## config.mk

```make
export PLATFORM = sky130hd
export DESIGN_NAME = waveform_trace_span_rasterizer_flat
export DESIGN_NICKNAME = d
export VERILOG_FILES = /design/src/hw/rtl/wtsr_pkg.sv /design/src/hw/rtl/wtsr_in_if.sv /design/src/hw/rtl/wtsr_out_if.sv /design/src/hw/rtl/wtsr_cfg_if.sv /design/src/hw/rtl/waveform_trace_span_rasterizer.sv /design/src/hw/rtl/wtsr_front.sv /design/src/hw/rtl/wtsr_queue.sv /design/src/hw/rtl/wtsr_back.sv /design/src/flat_wrapper.sv
export SDC_FILE = /design/constraint.sdc
export NUM_CORES = 1
export LEC_CHECK = 0
export BUFFER_PORTS_ARGS = -buffer_cell sky130_fd_sc_hd__clkbuf_2
export CAP_MARGIN = 0
export CORE_ASPECT_RATIO = 0.9
export CORE_MARGIN = 3
export CORE_UTILIZATION = 35
export DETAILED_ROUTE_END_ITERATION = 7
export MAX_ROUTING_LAYER = met4
export PLACE_DENSITY = 0.47
export SLEW_MARGIN = 25
export SYNTH_ARGS = -nofsm -noshare
export SYNTH_HDL_FRONTEND = slang
export SYNTH_HIERARCHICAL = 1
export SYNTH_SLANG_ARGS = --single-unit
```

## constraint.sdc

```tcl
create_clock -name clk -period 8.45 [get_ports clk]
set_input_delay 0.845 -clock clk [delete_from_list [all_inputs] [get_ports clk]]
set_output_delay 0.845 -clock clk [all_outputs]
set_load 0.005 [all_outputs]
```

## src/hw/rtl/wtsr_pkg.sv

```systemverilog
// ----------------------------------------------------------------------------
// wtsr_pkg
// Shared widths, codes, command type and row saturation for the waveform
// trace span rasterizer.
// ----------------------------------------------------------------------------
package wtsr_pkg;

  localparam int TRACE_POINTS = 281;

  localparam int SAMPLE_W   = 8;
  localparam int COL_W      = 10;
  localparam int ROW_W      = 12;
  localparam int SCALE_W    = 16;
  localparam int MODE_W     = 2;
  localparam int KIND_W     = 2;
  localparam int CFG_IDX_W  = 3;
  localparam int CFG_DATA_W = 16;
  localparam int PROD_W     = 26;
  localparam int NUM_W      = 28;
  localparam int FULL_W     = NUM_W - 12;

  // register indexes
  localparam logic [CFG_IDX_W-1:0] CFG_PASS_MODE   = 3'd0;
  localparam logic [CFG_IDX_W-1:0] CFG_CENTER_ROW  = 3'd1;
  localparam logic [CFG_IDX_W-1:0] CFG_LEFT_COLUMN = 3'd2;
  localparam logic [CFG_IDX_W-1:0] CFG_SCALE_Q12   = 3'd3;
  localparam logic [CFG_IDX_W-1:0] CFG_MID_LEVEL   = 3'd4;

  // register reset values
  localparam logic [MODE_W-1:0]   RST_PASS_MODE   = 2'd1;
  localparam logic [COL_W-1:0]    RST_CENTER_ROW  = 10'd120;
  localparam logic [COL_W-1:0]    RST_LEFT_COLUMN = 10'd20;
  localparam logic [SCALE_W-1:0]  RST_SCALE_Q12   = 16'd1024;
  localparam logic [SAMPLE_W-1:0] RST_MID_LEVEL   = 8'd128;

  localparam logic [MODE_W-1:0] MODE_DOTS = 2'd0;
  localparam logic [MODE_W-1:0] MODE_THIN = 2'd1;

  localparam logic [KIND_W-1:0] KIND_POINT = 2'd0;
  localparam logic [KIND_W-1:0] KIND_VSPAN = 2'd1;
  localparam logic [KIND_W-1:0] KIND_HSPAN = 2'd2;

  localparam logic [1:0] OP_DOT   = 2'd0;
  localparam logic [1:0] OP_THIN  = 2'd1;
  localparam logic [1:0] OP_THICK = 2'd2;

  localparam logic [COL_W-1:0] COL_LIMIT = COL_W'(TRACE_POINTS - 1);

  localparam logic signed [FULL_W-1:0] ROW_MAX = FULL_W'(2047);
  localparam logic signed [FULL_W-1:0] ROW_MIN = -FULL_W'(2048);

  typedef logic signed [ROW_W-1:0] row_t;
  typedef logic [COL_W-1:0]        col_t;

  typedef struct packed {
    logic [1:0] op;
    col_t       x;
    row_t       v;
    row_t       p;
  } cmd_t;

  function automatic row_t sat_row(input logic signed [FULL_W-1:0] val);
    row_t res;
    if (val > ROW_MAX) begin
      res = row_t'(ROW_MAX);
    end else if (val < ROW_MIN) begin
      res = row_t'(ROW_MIN);
    end else begin
      res = val[ROW_W-1:0];
    end
    return res;
  endfunction

endpackage

```

## src/hw/rtl/wtsr_in_if.sv

```systemverilog
// ----------------------------------------------------------------------------
// wtsr_in_if
// Sample channel: one waveform sample per beat.
// ----------------------------------------------------------------------------
interface wtsr_in_if;
  logic                           valid;
  logic                           ready;
  logic [wtsr_pkg::SAMPLE_W-1:0]  sample;
  logic                           first;

  modport source (output valid, output sample, output first, input ready);
  modport sink   (input valid, input sample, input first, output ready);
endinterface

```

## src/hw/rtl/wtsr_out_if.sv

```systemverilog
// ----------------------------------------------------------------------------
// wtsr_out_if
// Primitive channel: one point or span per beat.
// ----------------------------------------------------------------------------
interface wtsr_out_if;
  logic                         valid;
  logic                         ready;
  logic [wtsr_pkg::KIND_W-1:0]  kind;
  wtsr_pkg::col_t               col_a;
  wtsr_pkg::col_t               col_b;
  wtsr_pkg::row_t               row_a;
  wtsr_pkg::row_t               row_b;
  logic                         last;

  modport source (output valid, output kind, output col_a, output col_b,
                  output row_a, output row_b, output last, input ready);
  modport sink   (input valid, input kind, input col_a, input col_b,
                  input row_a, input row_b, input last, output ready);
endinterface

```

## src/hw/rtl/wtsr_cfg_if.sv

```systemverilog
// ----------------------------------------------------------------------------
// wtsr_cfg_if
// Register write channel: index and data per beat.
// ----------------------------------------------------------------------------
interface wtsr_cfg_if;
  logic                             valid;
  logic                             ready;
  logic [wtsr_pkg::CFG_IDX_W-1:0]   index;
  logic [wtsr_pkg::CFG_DATA_W-1:0]  data;

  modport source (output valid, output index, output data, input ready);
  modport sink   (input valid, input index, input data, output ready);
endinterface

```

## src/hw/rtl/waveform_trace_span_rasterizer.sv

```systemverilog
// ----------------------------------------------------------------------------
// waveform_trace_span_rasterizer
// Turns a stream of scope samples into point and span draw primitives.
// ----------------------------------------------------------------------------
// Channels: in_ch takes one sample beat (sample, first); out_ch gives one
// primitive beat (kind, col_a, col_b, row_a, row_b, last), with last set on
// the final primitive of a sample; cfg_ch writes a register by index and is
// always ready. Write registers only while no sample is in flight.
// Path: a sample passes the multiply stage, then the row/classify stage
// into the queue, then the output register, before its first primitive is
// valid on out_ch.
// Throughput: one primitive per cycle leaves the output register while the
// receiver is ready; a sample yields at most one primitive in dots and thin
// modes, up to three in thick mode (two when the row is flat); the front end
// takes a sample every cycle while the four-entry command queue has room.
// Reset: registers return to thin-line mode, center row 120, left column
// 20, scale 0.25, mid level 128; the column and previous row clear, so the
// next line-mode sample only seeds the trace.
// Stall: a stalled receiver holds the output beat, the queue fills, then
// in_ch.ready drops; nothing is dropped.
// ----------------------------------------------------------------------------
module waveform_trace_span_rasterizer (
  input  logic        clk,
  input  logic        rst_n,
  wtsr_in_if.sink     in_ch,
  wtsr_out_if.source  out_ch,
  wtsr_cfg_if.sink    cfg_ch
);

  logic             push_valid;
  logic             push_ready;
  wtsr_pkg::cmd_t   push_cmd;
  logic             head_valid;
  logic             pop;
  wtsr_pkg::cmd_t   head_cmd;

  wtsr_front u_front (
    .clk       (clk),
    .rst_n     (rst_n),
    .in_ch     (in_ch),
    .cfg_ch    (cfg_ch),
    .cmd_valid (push_valid),
    .cmd_ready (push_ready),
    .cmd       (push_cmd)
  );

  wtsr_queue u_queue (
    .clk        (clk),
    .rst_n      (rst_n),
    .push_valid (push_valid),
    .push_ready (push_ready),
    .push_cmd   (push_cmd),
    .head_valid (head_valid),
    .pop        (pop),
    .head_cmd   (head_cmd)
  );

  wtsr_back u_back (
    .clk        (clk),
    .rst_n      (rst_n),
    .head_valid (head_valid),
    .head_cmd   (head_cmd),
    .pop        (pop),
    .out_ch     (out_ch)
  );

endmodule

```

## src/hw/rtl/wtsr_front.sv

```systemverilog
// ----------------------------------------------------------------------------
// wtsr_front
// Holds the registers, maps each sample to a row through a registered
// multiply, tracks column and previous row, and issues draw commands.
// ----------------------------------------------------------------------------
module wtsr_front (
  input  logic             clk,
  input  logic             rst_n,
  wtsr_in_if.sink          in_ch,
  wtsr_cfg_if.sink         cfg_ch,
  output logic             cmd_valid,
  input  logic             cmd_ready,
  output wtsr_pkg::cmd_t   cmd
);

  logic [wtsr_pkg::MODE_W-1:0]   mode_r;
  wtsr_pkg::col_t                center_r;
  wtsr_pkg::col_t                left_r;
  logic [wtsr_pkg::SCALE_W-1:0]  scale_r;
  logic [wtsr_pkg::SAMPLE_W-1:0] mid_r;

  logic                                  s1_valid_r;
  logic                                  s1_first_r;
  logic signed [wtsr_pkg::PROD_W-1:0]    s1_prod_r;

  wtsr_pkg::row_t  prev_row_r;
  wtsr_pkg::col_t  column_r;
  wtsr_pkg::col_t  column_nxt;
  logic            have_prev_r;

  logic signed [wtsr_pkg::SAMPLE_W:0]    diff;
  logic signed [wtsr_pkg::PROD_W-1:0]    prod;
  logic signed [wtsr_pkg::NUM_W-1:0]     num;
  logic signed [wtsr_pkg::FULL_W-1:0]    full;
  wtsr_pkg::row_t                        v;
  wtsr_pkg::col_t                        col_base;
  logic                                  in_span;
  logic                                  emit;
  logic                                  s1_fire;

  function automatic logic signed [wtsr_pkg::PROD_W-1:0] PROD_W_MUL(
    input logic signed [wtsr_pkg::SAMPLE_W:0] a,
    input logic [wtsr_pkg::SCALE_W-1:0]       b
  );
    logic signed [wtsr_pkg::PROD_W-1:0] ae;
    logic signed [wtsr_pkg::PROD_W-1:0] be;
    ae = wtsr_pkg::PROD_W'(a);
    be = $signed({{(wtsr_pkg::PROD_W - wtsr_pkg::SCALE_W){1'b0}}, b});
    return ae * be;
  endfunction

  assign cfg_ch.ready = 1'b1;

  always_ff @(posedge clk) begin
    if (!rst_n) begin
      mode_r   <= wtsr_pkg::RST_PASS_MODE;
      center_r <= wtsr_pkg::RST_CENTER_ROW;
      left_r   <= wtsr_pkg::RST_LEFT_COLUMN;
      scale_r  <= wtsr_pkg::RST_SCALE_Q12;
      mid_r    <= wtsr_pkg::RST_MID_LEVEL;
    end else if (cfg_ch.valid) begin
      case (cfg_ch.index)
        wtsr_pkg::CFG_PASS_MODE:   mode_r   <= cfg_ch.data[wtsr_pkg::MODE_W-1:0];
        wtsr_pkg::CFG_CENTER_ROW:  center_r <= cfg_ch.data[wtsr_pkg::COL_W-1:0];
        wtsr_pkg::CFG_LEFT_COLUMN: left_r   <= cfg_ch.data[wtsr_pkg::COL_W-1:0];
        wtsr_pkg::CFG_SCALE_Q12:   scale_r  <= cfg_ch.data[wtsr_pkg::SCALE_W-1:0];
        wtsr_pkg::CFG_MID_LEVEL:   mid_r    <= cfg_ch.data[wtsr_pkg::SAMPLE_W-1:0];
        default: ;
      endcase
    end
  end

  // stage 1: signed offset from mid level times scale
  assign diff = $signed({1'b0, in_ch.sample}) - $signed({1'b0, mid_r});
  assign prod = PROD_W_MUL(diff, scale_r);

  assign in_ch.ready = !s1_valid_r || s1_fire;

  always_ff @(posedge clk) begin
    if (!rst_n) begin
      s1_valid_r <= 1'b0;
    end else if (in_ch.ready) begin
      s1_valid_r <= in_ch.valid;
    end
  end

  always_ff @(posedge clk) begin
    if (in_ch.valid && in_ch.ready) begin
      s1_prod_r  <= prod;
      s1_first_r <= in_ch.first;
    end
  end

  // stage 2: round to a row (floor of value plus one half) and classify
  assign num = $signed({{(wtsr_pkg::NUM_W - wtsr_pkg::COL_W - 12){1'b0}}, center_r, 12'd0})
             + wtsr_pkg::NUM_W'(2048)
             - wtsr_pkg::NUM_W'(s1_prod_r);
  assign full = num[wtsr_pkg::NUM_W-1:12];
  assign v    = wtsr_pkg::sat_row(full);

  assign col_base = s1_first_r ? '0 : column_r;
  assign in_span  = col_base < wtsr_pkg::COL_LIMIT;

  always_comb begin
    cmd.x = left_r + col_base;
    cmd.p = prev_row_r;
    if (mode_r == wtsr_pkg::MODE_DOTS) begin
      emit   = in_span;
      cmd.op = wtsr_pkg::OP_DOT;
      cmd.v  = {{(wtsr_pkg::ROW_W - 8){1'b0}}, full[7:0]};
    end else begin
      emit   = have_prev_r && !s1_first_r && in_span;
      cmd.op = (mode_r == wtsr_pkg::MODE_THIN) ? wtsr_pkg::OP_THIN : wtsr_pkg::OP_THICK;
      cmd.v  = v;
    end
  end

  assign cmd_valid  = s1_valid_r && emit;
  assign s1_fire    = s1_valid_r && (!emit || cmd_ready);
  assign column_nxt = emit ? col_base + 1'b1 : col_base;

  always_ff @(posedge clk) begin
    if (!rst_n) begin
      prev_row_r  <= '0;
      column_r    <= '0;
      have_prev_r <= 1'b0;
    end else if (s1_fire) begin
      prev_row_r  <= v;
      column_r    <= column_nxt;
      have_prev_r <= 1'b1;
    end
  end

endmodule

```

## src/hw/rtl/wtsr_queue.sv

```systemverilog
// ----------------------------------------------------------------------------
// wtsr_queue
// Four-entry command queue between the front and back ends.
// ----------------------------------------------------------------------------
module wtsr_queue (
  input  logic             clk,
  input  logic             rst_n,
  input  logic             push_valid,
  output logic             push_ready,
  input  wtsr_pkg::cmd_t   push_cmd,
  output logic             head_valid,
  input  logic             pop,
  output wtsr_pkg::cmd_t   head_cmd
);

  wtsr_pkg::cmd_t  entry_r [4];
  logic [1:0]      wr_ptr_r;
  logic [1:0]      rd_ptr_r;
  logic [2:0]      count_r;
  logic [2:0]      count_nxt;
  logic            do_push;
  logic            do_pop;

  assign push_ready = count_r != 3'd4;
  assign head_valid = count_r != 3'd0;
  assign head_cmd   = entry_r[rd_ptr_r];
  assign do_push    = push_valid && push_ready;
  assign do_pop     = pop && head_valid;

  always_comb begin
    count_nxt = count_r;
    if (do_push && !do_pop) begin
      count_nxt = count_r + 3'd1;
    end else if (do_pop && !do_push) begin
      count_nxt = count_r - 3'd1;
    end
  end

  always_ff @(posedge clk) begin
    if (!rst_n) begin
      wr_ptr_r <= '0;
      rd_ptr_r <= '0;
      count_r  <= '0;
    end else begin
      count_r <= count_nxt;
      if (do_push) begin
        wr_ptr_r <= wr_ptr_r + 2'd1;
      end
      if (do_pop) begin
        rd_ptr_r <= rd_ptr_r + 2'd1;
      end
    end
  end

  always_ff @(posedge clk) begin
    if (do_push) begin
      entry_r[wr_ptr_r] <= push_cmd;
    end
  end

endmodule

```

## src/hw/rtl/wtsr_back.sv

```systemverilog
// ----------------------------------------------------------------------------
// wtsr_back
// Expands each command into one to three primitives, one beat per cycle while
// the receiver is ready, through a registered output stage.
// ----------------------------------------------------------------------------
module wtsr_back (
  input  logic             clk,
  input  logic             rst_n,
  input  logic             head_valid,
  input  wtsr_pkg::cmd_t   head_cmd,
  output logic             pop,
  wtsr_out_if.source       out_ch
);

  logic [1:0]                   beat_r;
  logic                         out_valid_r;
  logic [wtsr_pkg::KIND_W-1:0]  kind_r;
  wtsr_pkg::col_t               col_a_r;
  wtsr_pkg::col_t               col_b_r;
  wtsr_pkg::row_t               row_a_r;
  wtsr_pkg::row_t               row_b_r;
  logic                         last_r;

  logic [wtsr_pkg::KIND_W-1:0]  kind;
  wtsr_pkg::col_t               col_a;
  wtsr_pkg::col_t               col_b;
  wtsr_pkg::row_t               row_a;
  wtsr_pkg::row_t               row_b;
  logic                         last;
  logic                         load;

  wtsr_pkg::col_t                      xm;
  wtsr_pkg::col_t                      xp;
  logic                                eq;
  logic signed [wtsr_pkg::FULL_W-1:0]  ve;
  logic signed [wtsr_pkg::FULL_W-1:0]  pe;
  logic signed [wtsr_pkg::FULL_W-1:0]  step;
  logic signed [wtsr_pkg::FULL_W-1:0]  lo;
  logic signed [wtsr_pkg::FULL_W-1:0]  hi;

  assign xm   = head_cmd.x - 1'b1;
  assign xp   = head_cmd.x + 1'b1;
  assign ve   = wtsr_pkg::FULL_W'(head_cmd.v);
  assign pe   = wtsr_pkg::FULL_W'(head_cmd.p);
  assign eq   = head_cmd.v == head_cmd.p;
  assign step = (pe > ve) ? ve + 1'b1 : ve - 1'b1;

  // order the span ends so lo is the smaller row
  always_comb begin
    if (pe < step) begin
      lo = pe;
      hi = step;
    end else begin
      lo = step;
      hi = pe;
    end
  end

  always_comb begin
    kind  = wtsr_pkg::KIND_POINT;
    col_a = head_cmd.x;
    col_b = head_cmd.x;
    row_a = head_cmd.v;
    row_b = head_cmd.v;
    last  = 1'b1;
    case (head_cmd.op)
      wtsr_pkg::OP_DOT: ;
      wtsr_pkg::OP_THIN: begin
        if (!eq) begin
          kind  = wtsr_pkg::KIND_VSPAN;
          row_a = head_cmd.p;
          row_b = wtsr_pkg::sat_row(step);
        end
      end
      default: begin
        if (eq) begin
          if (beat_r == 2'd0) begin
            kind  = wtsr_pkg::KIND_HSPAN;
            col_a = xm;
            col_b = xp;
            last  = 1'b0;
          end else begin
            kind  = wtsr_pkg::KIND_VSPAN;
            row_a = wtsr_pkg::sat_row(ve - 1'b1);
            row_b = wtsr_pkg::sat_row(ve + 1'b1);
          end
        end else begin
          kind = wtsr_pkg::KIND_VSPAN;
          case (beat_r)
            2'd0: begin
              col_a = xm;
              col_b = xm;
              row_a = wtsr_pkg::sat_row(lo);
              row_b = wtsr_pkg::sat_row(hi);
              last  = 1'b0;
            end
            2'd1: begin
              col_a = xp;
              col_b = xp;
              row_a = wtsr_pkg::sat_row(lo);
              row_b = wtsr_pkg::sat_row(hi);
              last  = 1'b0;
            end
            default: begin
              row_a = wtsr_pkg::sat_row(hi + 1'b1);
              row_b = wtsr_pkg::sat_row(lo - 1'b1);
            end
          endcase
        end
      end
    endcase
  end

  assign load = head_valid && (!out_valid_r || out_ch.ready);
  assign pop  = load && last;

  always_ff @(posedge clk) begin
    if (!rst_n) begin
      out_valid_r <= 1'b0;
      beat_r      <= '0;
    end else begin
      if (load) begin
        out_valid_r <= 1'b1;
        beat_r      <= last ? 2'd0 : beat_r + 2'd1;
      end else if (out_ch.ready) begin
        out_valid_r <= 1'b0;
      end
    end
  end

  // hold the beat while the receiver stalls
  always_ff @(posedge clk) begin
    if (load) begin
      kind_r  <= kind;
      col_a_r <= col_a;
      col_b_r <= col_b;
      row_a_r <= row_a;
      row_b_r <= row_b;
      last_r  <= last;
    end
  end

  assign out_ch.valid = out_valid_r;
  assign out_ch.kind  = kind_r;
  assign out_ch.col_a = col_a_r;
  assign out_ch.col_b = col_b_r;
  assign out_ch.row_a = row_a_r;
  assign out_ch.row_b = row_b_r;
  assign out_ch.last  = last_r;

endmodule

```

## src/flat_wrapper.sv

```systemverilog
// flat-port wrapper written by rule: the top's interface ports become plain ports
module waveform_trace_span_rasterizer_flat 
  (clk, rst_n, in_ch_valid, in_ch_sample, in_ch_first, in_ch_ready, out_ch_valid, out_ch_kind, out_ch_col_a, out_ch_col_b, out_ch_row_a, out_ch_row_b, out_ch_last, out_ch_ready, cfg_ch_valid, cfg_ch_index, cfg_ch_data, cfg_ch_ready);
  wtsr_in_if in_ch_i ();
  wtsr_out_if out_ch_i ();
  wtsr_cfg_if cfg_ch_i ();
  input  logic clk;
  input  logic rst_n;
  input wire logic [$bits(in_ch_i.valid)-1:0] in_ch_valid;
  input wire logic [$bits(in_ch_i.sample)-1:0] in_ch_sample;
  input wire logic [$bits(in_ch_i.first)-1:0] in_ch_first;
  output wire logic [$bits(in_ch_i.ready)-1:0] in_ch_ready;
  output wire logic [$bits(out_ch_i.valid)-1:0] out_ch_valid;
  output wire logic [$bits(out_ch_i.kind)-1:0] out_ch_kind;
  output wire logic [$bits(out_ch_i.col_a)-1:0] out_ch_col_a;
  output wire logic [$bits(out_ch_i.col_b)-1:0] out_ch_col_b;
  output wire logic [$bits(out_ch_i.row_a)-1:0] out_ch_row_a;
  output wire logic [$bits(out_ch_i.row_b)-1:0] out_ch_row_b;
  output wire logic [$bits(out_ch_i.last)-1:0] out_ch_last;
  input wire logic [$bits(out_ch_i.ready)-1:0] out_ch_ready;
  input wire logic [$bits(cfg_ch_i.valid)-1:0] cfg_ch_valid;
  input wire logic [$bits(cfg_ch_i.index)-1:0] cfg_ch_index;
  input wire logic [$bits(cfg_ch_i.data)-1:0] cfg_ch_data;
  output wire logic [$bits(cfg_ch_i.ready)-1:0] cfg_ch_ready;
  assign in_ch_i.valid = in_ch_valid;
  assign in_ch_i.sample = in_ch_sample;
  assign in_ch_i.first = in_ch_first;
  assign in_ch_ready = in_ch_i.ready;
  assign out_ch_valid = out_ch_i.valid;
  assign out_ch_kind = out_ch_i.kind;
  assign out_ch_col_a = out_ch_i.col_a;
  assign out_ch_col_b = out_ch_i.col_b;
  assign out_ch_row_a = out_ch_i.row_a;
  assign out_ch_row_b = out_ch_i.row_b;
  assign out_ch_last = out_ch_i.last;
  assign out_ch_i.ready = out_ch_ready;
  assign cfg_ch_i.valid = cfg_ch_valid;
  assign cfg_ch_i.index = cfg_ch_index;
  assign cfg_ch_i.data = cfg_ch_data;
  assign cfg_ch_ready = cfg_ch_i.ready;
  waveform_trace_span_rasterizer u_core (.clk(clk), .rst_n(rst_n), .in_ch(in_ch_i), .out_ch(out_ch_i), .cfg_ch(cfg_ch_i));
endmodule
```

# --- Word-level counts from Yosys, hierarchy flattened ---
# Memory sizes are Yosys's and may differ from the RTL's. A register that Yosys moved wholly into a read port is not among the register bits.
# Index checks and enable logic that the tools add are counted.
word_totals:
  ff_bits: 154
  ram_bits: 144
  inputBits: 33
  mem_count: 1
classes:
  n_addsub: 16
  multipliers: 1
  n_lt_le_gt_ge: 19
  n_eq_ne: 9
  mux: 59
  n_reduce_logical: 34
mem_list:
  columns: ["memory", "words", "width", "read_ports", "rd_clocked_by_memory_dff", "write_ports", "line_no", "source"]
  rows:
  - ["u_core.u_queue.entry_r", 4, 36, 1, 1, 1, "wtsr_queue.sv:16", "wtsr_pkg::cmd_t entry_r [4];"]
ops:
  columns: ["cell", "count"]
  rows:
  - ["12-bit 2-to-1 mux", 25]
  - ["16-bit by 12-bit > comparator with 1-bit output (second input constant)", 5]
  - ["16-bit by 12-bit less-than comparator with 1-bit output (second input constant)", 5]
  - ["10-bit 2-to-1 mux", 8]
  - ["16-bit 2-to-1 mux", 3]
  - ["12-bit case mux with 2 select lines", 2]
  - ["24-bit by 26-bit subtractor with 27-bit output", 1]
  - ["13-bit by 12-bit > comparator with 1-bit output (second input constant)", 2]
  - ["13-bit by 12-bit less-than comparator with 1-bit output (second input constant)", 2]
  - ["9-bit by 17-bit multiplier with 26-bit output", 1]
  - ["22-bit by 12-bit adder with 23-bit output (second input constant)", 1]
  - ["10-bit by 1-bit adder with 10-bit output (second input constant)", 2]
  - ["10-bit case mux with 2 select lines", 1]
  - ["16-bit by 1-bit adder with 16-bit output (second input constant)", 1]
  - ["12-bit by 16-bit less-than comparator with 1-bit output", 1]
  - ["16-bit by 1-bit subtractor with 16-bit output (second input constant)", 1]
  - ["15-bit by 12-bit > comparator with 1-bit output (second input constant)", 1]
  - ["15-bit by 12-bit less-than comparator with 1-bit output (second input constant)", 1]
  - ["2-bit 2-to-1 mux", 7]
  - ["12-bit by 2-bit adder with 13-bit output (second input constant)", 1]
  - ["12-bit by 2-bit subtractor with 13-bit output (second input constant)", 1]
  - ["12-bit == test", 1]
  - ["12-bit > comparator", 1]
  - ["1-bit logical AND", 11]
  - ["other kinds (23)", 53]

# --- Longest topological paths before layout ---
logic_depth:
  word_depth: 11
  mapped_depth: 33

# --- Cells and area by module ---
# The synthesis kept the hierarchy.
by_module_without_submodules:
  columns: ["module", "instances", "cells_per_inst", "area_each_um2"]
  rows:
  - ["wtsr_front", 1, 1133, 9835.7]
  - ["wtsr_back", 1, 941, 6875.3]
  - ["wtsr_queue", 1, 236, 5744.3]

# --- Worst setup path after synthesis ---
# No wires, ideal clock.
synth_path:
  kind: "input to register"
  start: "in in_ch_sample[0]"
  end: "reg u_core/u_front/s1_prod_r[24] in the netlist's numbering (data pin)"
  setup_ns: 0.263
  t_arrival_ns: 7.592
  required_ns: 8.187
  setup_slack_ns: 0.595
  cell_stages: 29
  cell_sequence: "inv_1 -> ha_1 -> fa_1 -> nor2b_1 -> o21ai_0 -> a21boi_0 -> o21ai_0 -> a21boi_0 -> o21ai_0 -> nand2b_1 -> clkbuf_1 -> clkbuf_1 -> nor2_1 -> fa_1 -> fa_1 -> fa_1 -> inv_1 -> fa_1 -> inv_1 -> ha_1 -> ha_1 -> a21o_1 -> a221o_1 -> a221oi_2 -> o22ai_1 -> o41a_1 -> a41o_1 -> o41ai_2 -> xnor2_1"
synth_via:
  elab_chain_len: 2
synth_rtl:
  columns: ["element", "line_no", "source"]
  rows:
  - ["start, declared", "flat_wrapper.sv:10", "input wire logic [$bits(in_ch_i.sample)-1:0] in_ch_sample;"]
  - ["8-bit by 8-bit subtractor with 9-bit output", "wtsr_front.sv:74", "assign diff = $signed({1'b0, in_ch.sample}) - $signed({1'b0, mid_r});"]
  - ["9-bit by 17-bit multiplier with 26-bit output", "wtsr_front.sv:49", "return ae * be;"]
  - ["via u_core.u_front.prod, one bit", "wtsr_front.sv:32", "logic signed [wtsr_pkg::PROD_W-1:0] prod;"]
  - ["end signal, assigned", "wtsr_front.sv:89", "s1_prod_r <= prod;"]
  - ["end, declared", "wtsr_front.sv:24", "logic signed [wtsr_pkg::PROD_W-1:0] s1_prod_r;"]
# The timed path passes the listed nets, and every way through them passes these cells.
# A chain may end at the register's enable or synchronous reset.

==> reports/metrics.csv <==
stage;metric;value;unit
place;place_congestion;0.929;
clocking;root_buffer;clkbuf_16;
timing;rsz0062_at_grt;false;
pwr;peakVddDrop;124;uV
synthesis;ys_ff_latch;299;
timing;max_freq;130;MHz
place;hpwl;52300;microns
setup_path;reg2reg_setup_slack;0.77;ns
global_routing;use_met3;2.41;%
flow_run;drv_cap;0;
synthesis;yosysWarnings;6;
synthesis;syn_area;22500;sq um
synthesis;yosysSeqAreaShare;36.3;%
synthesis;ys.flop_type;edfxtp_1;
global_routing;grt_pass1_vias;17600;
final_layout;syn_to_final_growth;13.5;%
clocking;clkLatencyLatePin;0.56;ns
setup_path;r2r-end;u_core/u_back/out_ch.row_b[5];
clocking;cts_tree;yes;
clocking;postCtsResizedCells;0;
timing;hold_viol;0;
setup_path;cp_num_cells;25;
floorplan;die-height;246;microns
setup_path;arrival;8.03;ns
place;port_buffers;81;
clocking;clockBufferDepth;3;
setup_path;cp_max_fo;23;
final_layout;drive_gt1_share;14.2;%
setup_path;crit_required;8.80;ns
setup_path;r2r_cells;25;
final_layout;nets;2692;
timing;drv_slew;0;
synthesis;synth_cells;2310;
final_layout;final_area;25500;sq um
routing;wirelength;68400;microns
routing;drt-wirelength-per-cell;20.8;microns
floorplan;die_w;273;microns
timing;period_share;90.8;%
routing;via_per_inst;5.34;
global_routing;grt_pass1_wl;107000;microns
clocking;numCtsBuffers;37;
routing;vias;17600;
setup_path;cp_slowest_stage_delay;0.74;ns
clocking;cts_max_level;2;
floorplan;rows;87;
global_routing;track_usage;21.1;%
routing;drtAntennaViolNets;0;
pwr;p_leak;10.1;nW
timing;tightest_slew;1.06;ns
setup_path;critPathLaunchType;flip-flop;
global_routing;busiest_layer;met2;
floorplan;die_area;67200;sq um
timing;finalClockSkew;0.0220;ns
timing;setup_violations;0;
clocking;cts_sinks;299;
timing;slew-limit-headroom;29.5;%
floorplan;io_pins;83;
synthesis;synth_edf_count;217;
synthesis;postSynthAreaPerCell;9.72;sq um
synthesis;async_flop_share;0;%
routing;first_pass_iters;7;
setup_path;cp_num_buf_inv;4;
global_routing;grt.overflow.total;0;
global_routing;gr-usage-met1;29.6;%
pwr;p_per_area;179;nW/um^2
floorplan;initial_utilization;35.6;%
timing;final.min_clock_period;7.68;ns
routing;drcViolationCount;0;
routing;drt_iter0_markers;1122;
floorplan;design.core.area;63000;sq um
synthesis;yosysUniqueCellTypes;106;
setup_path;cp_slowest_cell;dfxtp_2;
clocking;hold_buffers;0;
clocking;post_cts.repair.setup_buffers;0;
min_path;hp-class;flip-flop to flip-flop;
place;dpl_cell_area;24300;sq um
synthesis;synth_nets;2585;
timing;whs;0.457;ns
setup_path;critPathKind;flip-flop to flip-flop;
setup_path;endpoint_kind;flip-flop;
global_routing;met2_usage;32.5;%
global_routing;antenna_found_initial;1;
timing;finalSetupTns;0;ns
status;status;completed;
min_path;min_path_cells;1;
pwr;p_total;4.57;mW
clocking;path_clk_slew;0.06;ns
setup_path;cp-endpoint;u_core/u_back/out_ch.row_b[5];
global_routing;grt_max_degree;81;
setup_path;cpLargestDelayFamily;compound AO/OA/AOI/OAI gates;
## routing by layer
| layer | up-vias | wire length [microns] |
|---|---|---|
| li1 | 8416 | - |
| met1 | 8656 | 32900 |
| met2 | 420 | 31000 |
| met3 | 81 | 3000 |
| met4 | 0 | 1570 |
| met5 | - | 0 |
## through the flow
stage	cells	setup WS, ns	util [%]
2_1_floorplan	2310	0.595	-
4_1_cts	3291	0.777	40.4
5_1_grt	3292	0.166	40.4
3_3_place_gp	3222	0.247	38.5
6_report	3292	0.773	40.4
3_5_place_dp	3223	0.221	38.5
## synth_stat cells (12+ instances only)
library cell | n | area (sq um)
and2_1 | 56 | 350
nand4_1 | 19 | 119
dfxtp_1 | 82 | 1640
a221o_1 | 16 | 160
a21boi_0 | 37 | 278
o22ai_1 | 20 | 125
nand2b_1 | 34 | 213
edfxtp_1 | 217 | 6520
a211oi_1 | 15 | 113
nor2_1 | 147 | 552
mux4_2 | 30 | 676
inv_1 | 198 | 743
o21a_1 | 13 | 97.6
fa_1 | 102 | 2040
xnor2_1 | 70 | 613
xor2_1 | 27 | 236
nand3_1 | 54 | 270
o211ai_1 | 15 | 113
and3_1 | 32 | 200
or3_1 | 12 | 75.1
a21o_1 | 18 | 135
ha_1 | 140 | 1750
nor3_1 | 39 | 195
o21ai_0 | 96 | 480
nor4_1 | 13 | 81.3
a21oi_1 | 155 | 776
nand2_1 | 271 | 1020
a31oi_1 | 17 | 106
clkbuf_1 | 99 | 372
nor2b_1 | 46 | 288
## area by class of cell
type,instances,area (sq um)
antenna,1,2.50
clock buffer,53,1070
clock inverter,15,130
fill,6200,37500
inverter,202,758
multi-input combinational,1683,13000
sequential,299,8160
tap,845,1060
timing repair buffer,194,1320
## placed cells by master (no fill, tap or decap), types with 16 or more instances in the layout
cell type | synthesis | final
a21boi_0 | 37 | 37
a21o_1 | 18 | 18
a21oi_1 | 155 | 155
a221o_1 | 16 | 16
a31oi_1 | 17 | 17
and2_1 | 56 | 52
and3_1 | 32 | 32
buf_4 | 5 | 108
clkbuf_16 | 0 | 39
clkbuf_2 | 1 | 81
dfxtp_1 | 82 | 80
edfxtp_1 | 217 | 217
fa_1 | 102 | 102
ha_1 | 140 | 140
inv_1 | 198 | 197
mux4_2 | 30 | 31
nand2_1 | 271 | 271
nand2b_1 | 34 | 34
nand3_1 | 54 | 54
nand4_1 | 19 | 19
nor2_1 | 147 | 146
nor2b_1 | 46 | 45
nor3_1 | 39 | 38
o21ai_0 | 96 | 95
o22ai_1 | 20 | 20
xnor2_1 | 70 | 70
xor2_1 | 27 | 27
## logic make-up (layout without fill, tap and decap cells)
group                    count (synthesis)  after routing  synth area share [%]
AND/OR/NAND/NOR                        769            769                  16.7
AO/OA/AOI/OAI                          527            527                  16.1
buffers and inverters                  328            464                  5.92
flip-flops                             299            299                  36.3
adder cells (fa/ha/maj)                242            242                  16.9
XOR/XNOR                                97             97                  3.78
multiplexers                            47             47                  4.22
other                                    1              2                0.0167
## worst min-delay path by stage
stage / from / endpoint / slack, ns
after floorplan: u_core/u_front/have_prev_r / u_core/u_front/have_prev_r / 0.43
after detailed placement: u_core/u_front/have_prev_r / u_core/u_front/have_prev_r / 0.45
after CTS: in_ch_first / u_core/u_front/s1_first_r / 0.43
after global routing: in_ch_first / u_core/u_front/s1_first_r / 0.45
final: u_core/u_front/have_prev_r / u_core/u_front/have_prev_r / 0.46
after global placement: u_core/u_front/have_prev_r / u_core/u_front/have_prev_r / 0.44
## sequential cells by signal (all words and copies together), names as in the netlist, 3 cells and up, named ones only
register,flops
u_core/u_back/out_ch.col_b,9
u_core/u_front/column_r,10
u_core/u_front/s1_prod_r,26
u_core/u_front/scale_r,16
u_core/u_front/left_r,10
u_core/u_front/prev_row_r,12
u_core/u_back/out_ch.col_a,10
u_core/u_back/out_ch.row_b,12
u_core/u_front/mid_r,8
u_core/u_front/center_r,10
u_core/u_queue/count_r,3
u_core/u_back/out_ch.row_a,12
u_core/u_queue/entry_r,144
## power by group
group / total, mW / internal (mW) / switching (mW)
clock: 1.52 / 0.891 / 0.627
combinational: 1.26 / 0.508 / 0.756
sequential: 1.79 / 1.73 / 0.0570
(Power assumes the default switching activity.)
